--- src/sv/afr_pkg.sv ---
// ----------------------------------------------------------------------------
// afr_pkg
// Shared types and constants for the box frustum test: the beat that walks
// the row of plane cells and the fixed-point widths of the plane test.
// ----------------------------------------------------------------------------
package afr_pkg;

    localparam int NRM_W   = 16;
    localparam int CRN_W   = 32;
    localparam int OFS_W   = 32;
    localparam int IDX_W   = 3;
    localparam int PRD_W   = NRM_W + CRN_W;
    localparam int FRAC_SH = 14;
    localparam int ACC_W   = PRD_W + 3;

    localparam logic MODE_PLANE  = 1'b0;
    localparam logic MODE_CORNER = 1'b1;

    typedef struct packed {
        logic                    valid;
        logic                    mode;
        logic [IDX_W-1:0]        plane_index;
        logic signed [NRM_W-1:0] normal_x;
        logic signed [NRM_W-1:0] normal_y;
        logic signed [NRM_W-1:0] normal_z;
        logic signed [OFS_W-1:0] plane_offset;
        logic signed [CRN_W-1:0] corner_x;
        logic signed [CRN_W-1:0] corner_y;
        logic signed [CRN_W-1:0] corner_z;
        logic                    last;
        logic                    all_in;
    } t_beat;

endpackage

--- src/sv/afr_cell.sv ---
// ----------------------------------------------------------------------------
// afr_cell
// One plane of the frustum. Holds its plane, tests every corner beat that
// passes against it in two stages and keeps its own inside bit; on the last
// corner of a box it folds that bit into the beat's running all-inside flag.
// ----------------------------------------------------------------------------
module afr_cell import afr_pkg::*; #(
    parameter logic [IDX_W-1:0] CELL_IDX = 3'd0
) (
    input  logic  i_clk,
    input  logic  i_rst_n,
    input  logic  i_adv,
    input  t_beat i_beat,
    output t_beat o_beat
);

    logic signed [NRM_W-1:0] r_nx;
    logic signed [NRM_W-1:0] r_ny;
    logic signed [NRM_W-1:0] r_nz;
    logic signed [OFS_W-1:0] r_off;

    t_beat                   r_s1;
    logic signed [PRD_W-1:0] r_px;
    logic signed [PRD_W-1:0] r_py;
    logic signed [PRD_W-1:0] r_pz;
    logic signed [OFS_W+FRAC_SH-1:0] r_pd;

    t_beat                   r_s2;
    logic                    r_inside;

    logic signed [PRD_W-1:0] n_px;
    logic signed [PRD_W-1:0] n_py;
    logic signed [PRD_W-1:0] n_pz;
    logic signed [ACC_W-1:0] w_acc;
    logic                    w_hit;
    logic                    w_corner;
    logic                    n_inside;
    t_beat                   n_s2;

    // plane load
    always_ff @(posedge i_clk) begin
        if (i_adv && i_beat.valid && i_beat.mode == MODE_PLANE
                && i_beat.plane_index == CELL_IDX) begin
            r_nx  <= i_beat.normal_x;
            r_ny  <= i_beat.normal_y;
            r_nz  <= i_beat.normal_z;
            r_off <= i_beat.plane_offset;
        end
    end

    // stage 1: products
    assign n_px = r_nx * i_beat.corner_x;
    assign n_py = r_ny * i_beat.corner_y;
    assign n_pz = r_nz * i_beat.corner_z;

    always_ff @(posedge i_clk) begin
        if (!i_rst_n) begin
            r_s1.valid <= 1'b0;
        end else if (i_adv) begin
            r_s1 <= i_beat;
            r_px <= n_px;
            r_py <= n_py;
            r_pz <= n_pz;
            r_pd <= {r_off, {FRAC_SH{1'b0}}};
        end
    end

    // stage 2: sum and sign test
    assign w_acc    = ACC_W'(r_px) + ACC_W'(r_py) + ACC_W'(r_pz) + ACC_W'(r_pd);
    assign w_hit    = !w_acc[ACC_W-1] && (w_acc != '0);
    assign w_corner = r_s1.valid && (r_s1.mode == MODE_CORNER);
    assign n_inside = r_inside | w_hit;

    always_comb begin
        n_s2 = r_s1;
        if (w_corner && r_s1.last) begin
            n_s2.all_in = r_s1.all_in & n_inside;
        end
    end

    always_ff @(posedge i_clk) begin
        if (!i_rst_n) begin
            r_s2.valid <= 1'b0;
            r_inside   <= 1'b0;
        end else if (i_adv) begin
            r_s2 <= n_s2;
            if (w_corner) begin
                r_inside <= r_s1.last ? 1'b0 : n_inside;
            end
        end
    end

    assign o_beat = r_s2;

endmodule

--- config.mk ---
export PLATFORM = sky130hd
export DESIGN_NAME = afr_cell
export DESIGN_NICKNAME = d
export VERILOG_FILES = /design/src/sv/afr_pkg.sv /design/src/sv/afr_cell.sv
export SDC_FILE = /design/constraint.sdc
export NUM_CORES = 2
export LEC_CHECK = 0
export ABC_CLOCK_PERIOD_IN_PS = 21000
export BUFFER_PORTS_ARGS = -buffer_cell sky130_fd_sc_hd__buf_2
export CORE_MARGIN = 2
export CORE_UTILIZATION = 25
export CTS_CLUSTER_SIZE = 10
export DETAILED_ROUTE_END_ITERATION = 7
export PLACE_DENSITY_LB_ADDON = 0.15
export SLEW_MARGIN = 15
export SYNTH_ARGS = -nofsm -noshare
export SYNTH_HDL_FRONTEND = slang
export SYNTH_SLANG_ARGS = --single-unit
export TNS_END_PERCENT = 30
--- constraint.sdc ---
create_clock -name i_clk -period 21 [get_ports i_clk]
set_clock_uncertainty 0.15 [all_clocks]
set_input_delay 3.15 -clock i_clk [delete_from_list [all_inputs] [get_ports i_clk]]
set_output_delay 3.15 -clock i_clk [all_outputs]
set_load 0.05 [all_outputs]
=== After elaboration in Yosys (flattened, before gate mapping) ===
Index checks and enable logic that the tools add are counted.

* Flip-flop bits (word level): 623
* Logic and storage cells: 55

* $add $sub $neg: 3
* $mul: 3
* Mux-type cells: 2
* Bitwise gates (word level): 3
* Reduce and logical (&&, ||, !) cells: 11

{| class="wikitable"
|+ Operators with widths
! kind !! number
|-
| 16-bit by 32-bit multiplier with 48-bit output || 3
|-
| 50-bit by 46-bit adder with 51-bit output || 1
|-
| 51-bit nonzero test || 1
|-
| 49-bit by 48-bit adder with 50-bit output || 1
|-
| 48-bit by 48-bit adder with 49-bit output || 1
|-
| 1-bit logical AND || 6
|-
| 2-bit AND reduction || 2
|-
| 3-bit zero test || 1
|-
| 1-bit two-way mux || 2
|-
| 1-bit AND || 1
|-
| 1-bit zero test || 1
|-
| 1-bit NOT || 1
|-
| 1-bit bitwise OR || 1
|}

=== Logic depth before layout (Yosys ltp) ===
* Word-level depth: 8
* Mapped depth: 26
* Depth with buffers taken out: 25

=== Worst setup path after synthesis ===
No wires, ideal clock.

* Path type: input -> register
* Start: input port i_adv
* End: register r_s1 (netlist bit n_s2[100]) (enable)
* Setup time: 973 ps
* Arrival time: 15265 ps
* Slack: 4612 ps
* Stages: 1
* Path buffers: 0
* Cell sequence: and2_1

* Word-level cells in the longest chain between the ends: 1

{| class="wikitable"
|+ Ends and longest elaborated chain
! element !! RTL line !! text
|-
| start: declaration || afr_cell.sv:12 || <nowiki>input logic i_adv,</nowiki>
|-
| 2-bit AND reduction (no source line) || - ||
|-
| end signal: assignment || afr_cell.sv:60 || <nowiki>r_s1 <= i_beat;</nowiki>
|-
| end: declaration || afr_cell.sv:22 || <nowiki>t_beat r_s1;</nowiki>
|}

No other way between the ends.
A chain may end at the register's enable or synchronous reset.

=== Worst setup path after layout ===
* Start: input port i_beat[76] (netlist bit)
* End: register r_px[44] (data pin)

* Word-level cells in the longest chain between the ends: 1

{| class="wikitable"
|+ Ends and longest elaborated chain
! element !! RTL line !! text
|-
| start: declaration || afr_cell.sv:13 || <nowiki>input t_beat i_beat,</nowiki>
|-
| 16-bit by 32-bit multiplier with 48-bit output || afr_cell.sv:52 || <nowiki>assign n_px = r_nx * i_beat.corner_x;</nowiki>
|-
| net n_px[44] || afr_cell.sv:31 || <nowiki>logic signed [PRD_W-1:0] n_px;</nowiki>
|-
| end signal: assignment || afr_cell.sv:61 || <nowiki>r_px <= n_px;</nowiki>
|-
| end: declaration || afr_cell.sv:23 || <nowiki>logic signed [PRD_W-1:0] r_px;</nowiki>
|}

The timed path passes the listed nets, and every way through them passes these cells.

==> results.py <==
metrics = {
    "worst_setup_path": {
        "worst-endpoint-required_ns": 21.40,
        "cp_max_fo": 17,
        "critPathBufInv": 4,
        "crit_top_cell": "fa_1",
        "slowest_delay_ns": 0.54,
        "path_cells": "buf_2, nand2_1, fa_1, fa_1, inv_1, fa_1, inv_1, fa_1, inv_1, fa_1, fa_1, ha_1, a21oi_1, o21ai_0, a22oi_1, o21ai_0, a22oi_1, o2111ai_1, a21oi_1, nor2b_1, a221o_1, a21o_1, xor2_1",
        "crit_slowest_cell": "fa_1",
        "critical_path_class": "input port to flip-flop",
        "endpoint_kind": "flip-flop",
        "critPathArrivalTime_ns": 10.11,
        "critPathTopFamily": "adder cells",
        "start_kind": "input port",
    },
    "route": {
        "vias": 50100,
        "initialDrtViolationCount": 2414,
        "wire_per_inst_um": 19.3,
        "routed_wirelength_um": 227000,
        "via_per_inst": 4.26,
        "drc": 0,
        "dr_wl_met3_um": 8300,
        "wl_met2_um": 114000,
        "dr.pass1.iters": 5,
        "wl_met1_um": 98600,
        "final_antenna_net_count": 0,
        "top_layer_used": "met5",
    },
    "yosys": {
        "yosys.cell_types.count": 82,
        "ys.warnings.count": 0,
        "synth_edf_count": 620,
        "avgSynthCellArea_um2": 10.5,
        "syn_nets": 9467,
        "ys_ff_latch": 623,
        "synthFlopType": "edfxtp_1",
        "ys_seq_area_share_pct": 24.2,
        "synthArstFlopShare_pct": 0,
        "netlist_area_mm2": 0.0772,
        "syn_inst": 7336,
    },
    "cts": {
        "cts_hold_buf": 0,
        "numCtsBuffers": 92,
        "path_clk_slew_ns": 0.05,
        "h-tree-depth": 3,
        "tritoncts": "done",
        "clk-insertion-delay-late_ns": 0.82,
        "cts.path.max_buffers": 4,
        "cts_setup_buffers": 0,
        "cts-root-buf": "clkbuf_16",
        "cts.repair.resized": 0,
        "cts.sinks": 623,
    },
    "timing": {
        "fmax_ghz": 0.103,
        "finalSetupViolCount": 0,
        "rsz0062_at_grt": "false",
        "period_share_pct": 46.2,
        "maxSlewViolCount": 0,
        "setup_tns_ns": 0,
        "relSlewSlack_pct": 32.2,
        "setup_slack_ns": 11.29,
        "worstMarginPinSlew_ns": 1.02,
        "finalHoldViolCount": 0,
        "min_period_ns": 9.71,
    },
    "floorplan": {
        "pin_count": 369,
        "std_cell_rows": 204,
        "start_util_pct": 25.1,
        "coreArea_mm2": 0.308,
        "die_h_um": 560,
        "die-width_um": 560,
        "die_area_mm2": 0.313,
    },
    "global_route": {
        "grtUsageTotal_pct": 14.8,
        "grt_first_pass_wirelength_um": 353000,
        "grt_max_degree": 112,
        "grt_overflow_total": 0,
        "antenna_found_initial": 22,
        "grt_pass1_vias": 56800,
    },
    "status": {
        "status": "finished, final reports clean",
    },
    "placement": {
        "io_buffer_count": 368,
        "dp_slack_ns": 10.49,
        "place.gp.congestion": 0.845,
        "post_dp_cell_area_mm2": 0.0836,
        "dp.final_hpwl_um": 178000,
    },
    "job": {
        "drv_cap": 0,
    },
    "cells_and_area": {
        "final_core_util_pct": 28.1,
        "fin_nets": 9706,
        "layout_common_cells": "inv_1 (1783), fa_1 (1542), nand2_1 (929)",
        "areaGrowthSynthToFinish_pct": 12.0,
        "final_common_cell": "inv_1",
        "fin_area_mm2": 0.0864,
        "layout-drive-gt1-share_pct": 7.72,
    },
    "min_path": {
        "hold_class": "flip-flop to flip-flop",
    },
}
## path summary, 6_finish.rpt
check / cells after the start / from / slack, ns / end
max: 23 / i_beat[76] / 11.29 / r_px[44]
min: 0 / n_s2[64] / 0.24 / o_beat[64]
max reg2reg: 21 / r_ny[15] / 12.98 / r_py[47]
min reg2reg: 0 / n_s2[64] / 0.24 / o_beat[64]
## per-stage QoR
step                hold slack [ns]  instances
floorplan                     0.250       7336
global placement              0.250      11600
detailed placement            0.255      11600
CTS                           0.243      11700
global route                  0.258      11700
finish                        0.238      11800
## cells in the mapped netlist, drive strengths merged, types with 12 or more instances
cell type / count / area share [%]
o31ai: 12 / 0.13
a211oi: 19 / 0.21
o21ai: 105 / 0.69
o211ai: 18 / 0.19
and3: 19 / 0.15
edfxtp: 620 / 24
nor2: 168 / 0.82
a21o: 91 / 0.88
o21bai: 21 / 0.20
nor2b: 31 / 0.25
nand2b: 43 / 0.35
inv: 1785 / 8.7
and2: 621 / 5.0
nand4: 33 / 0.27
xnor2: 131 / 1.5
nand2: 929 / 4.5
xor2: 42 / 0.48
o21a: 28 / 0.27
nor3: 31 / 0.20
nand3: 35 / 0.23
fa: 1542 / 40
a31oi: 23 / 0.19
a21oi: 167 / 1.1
clkbuf: 274 / 1.3
ha: 403 / 6.5
## flip-flops by register name, indices dropped and copies added (netlist names)
name      count
r_nz         16
n_s2        182
r_pz         48
r_ny         16
r_off        32
r_py         48
r_nx         16
r_px         48
r_inside      1
r_s1          1
r_pd         32
o_beat      183
## routing by layer
layer / vias up / track usage, %
li1: 22600 / -
met1: 26400 / 19.2
met2: 857 / 25.8
met3: 261 / 1.89
met4: 8 / 3.88
met5: - / 0
## worst reg2reg max path: cells and delay by family, from the launching register on
| kind | cells | cell delay, ns |
|---|---|---|
| AOI/OAI and AO/OA | 8 | 2.25 |
| and+or+nand+nor | 2 | 0.36 |
| xor gates and xnor gates | 1 | 0.13 |
| DFF | 1 | 0.67 |
| buffers and inverters | 3 | 0.80 |
| adders and majority gates | 7 | 3.39 |
## area by class of cell
cell class	instances	area, µm²
Inverter	1786	6700
Fill cell	32400	222000
Tap cell	4120	5150
Timing Repair Buffer	427	2300
Antenna cell	9	22.5
Multi-Input combinational cell	4645	50800
Clock inverter	41	453
Clock buffer	105	2380
Sequential cell	623	18700
## logic make-up after synthesis
kind of cell,after synthesis,share of synthesized area (%)
AO/OA/AOI/OAI,569,4.96
XOR/XNOR,173,1.96
adder cells (fa/ha/maj),1945,46.5
buffers and inverters,2068,10.1
flip-flops,623,24.2
multiplexers,7,0.0924
AND/OR/NAND/NOR,1951,12.2
Power is left out: the tool's default activity adds up to more than one toggle a clock period on the data nets, which glitch-free logic cannot reach.
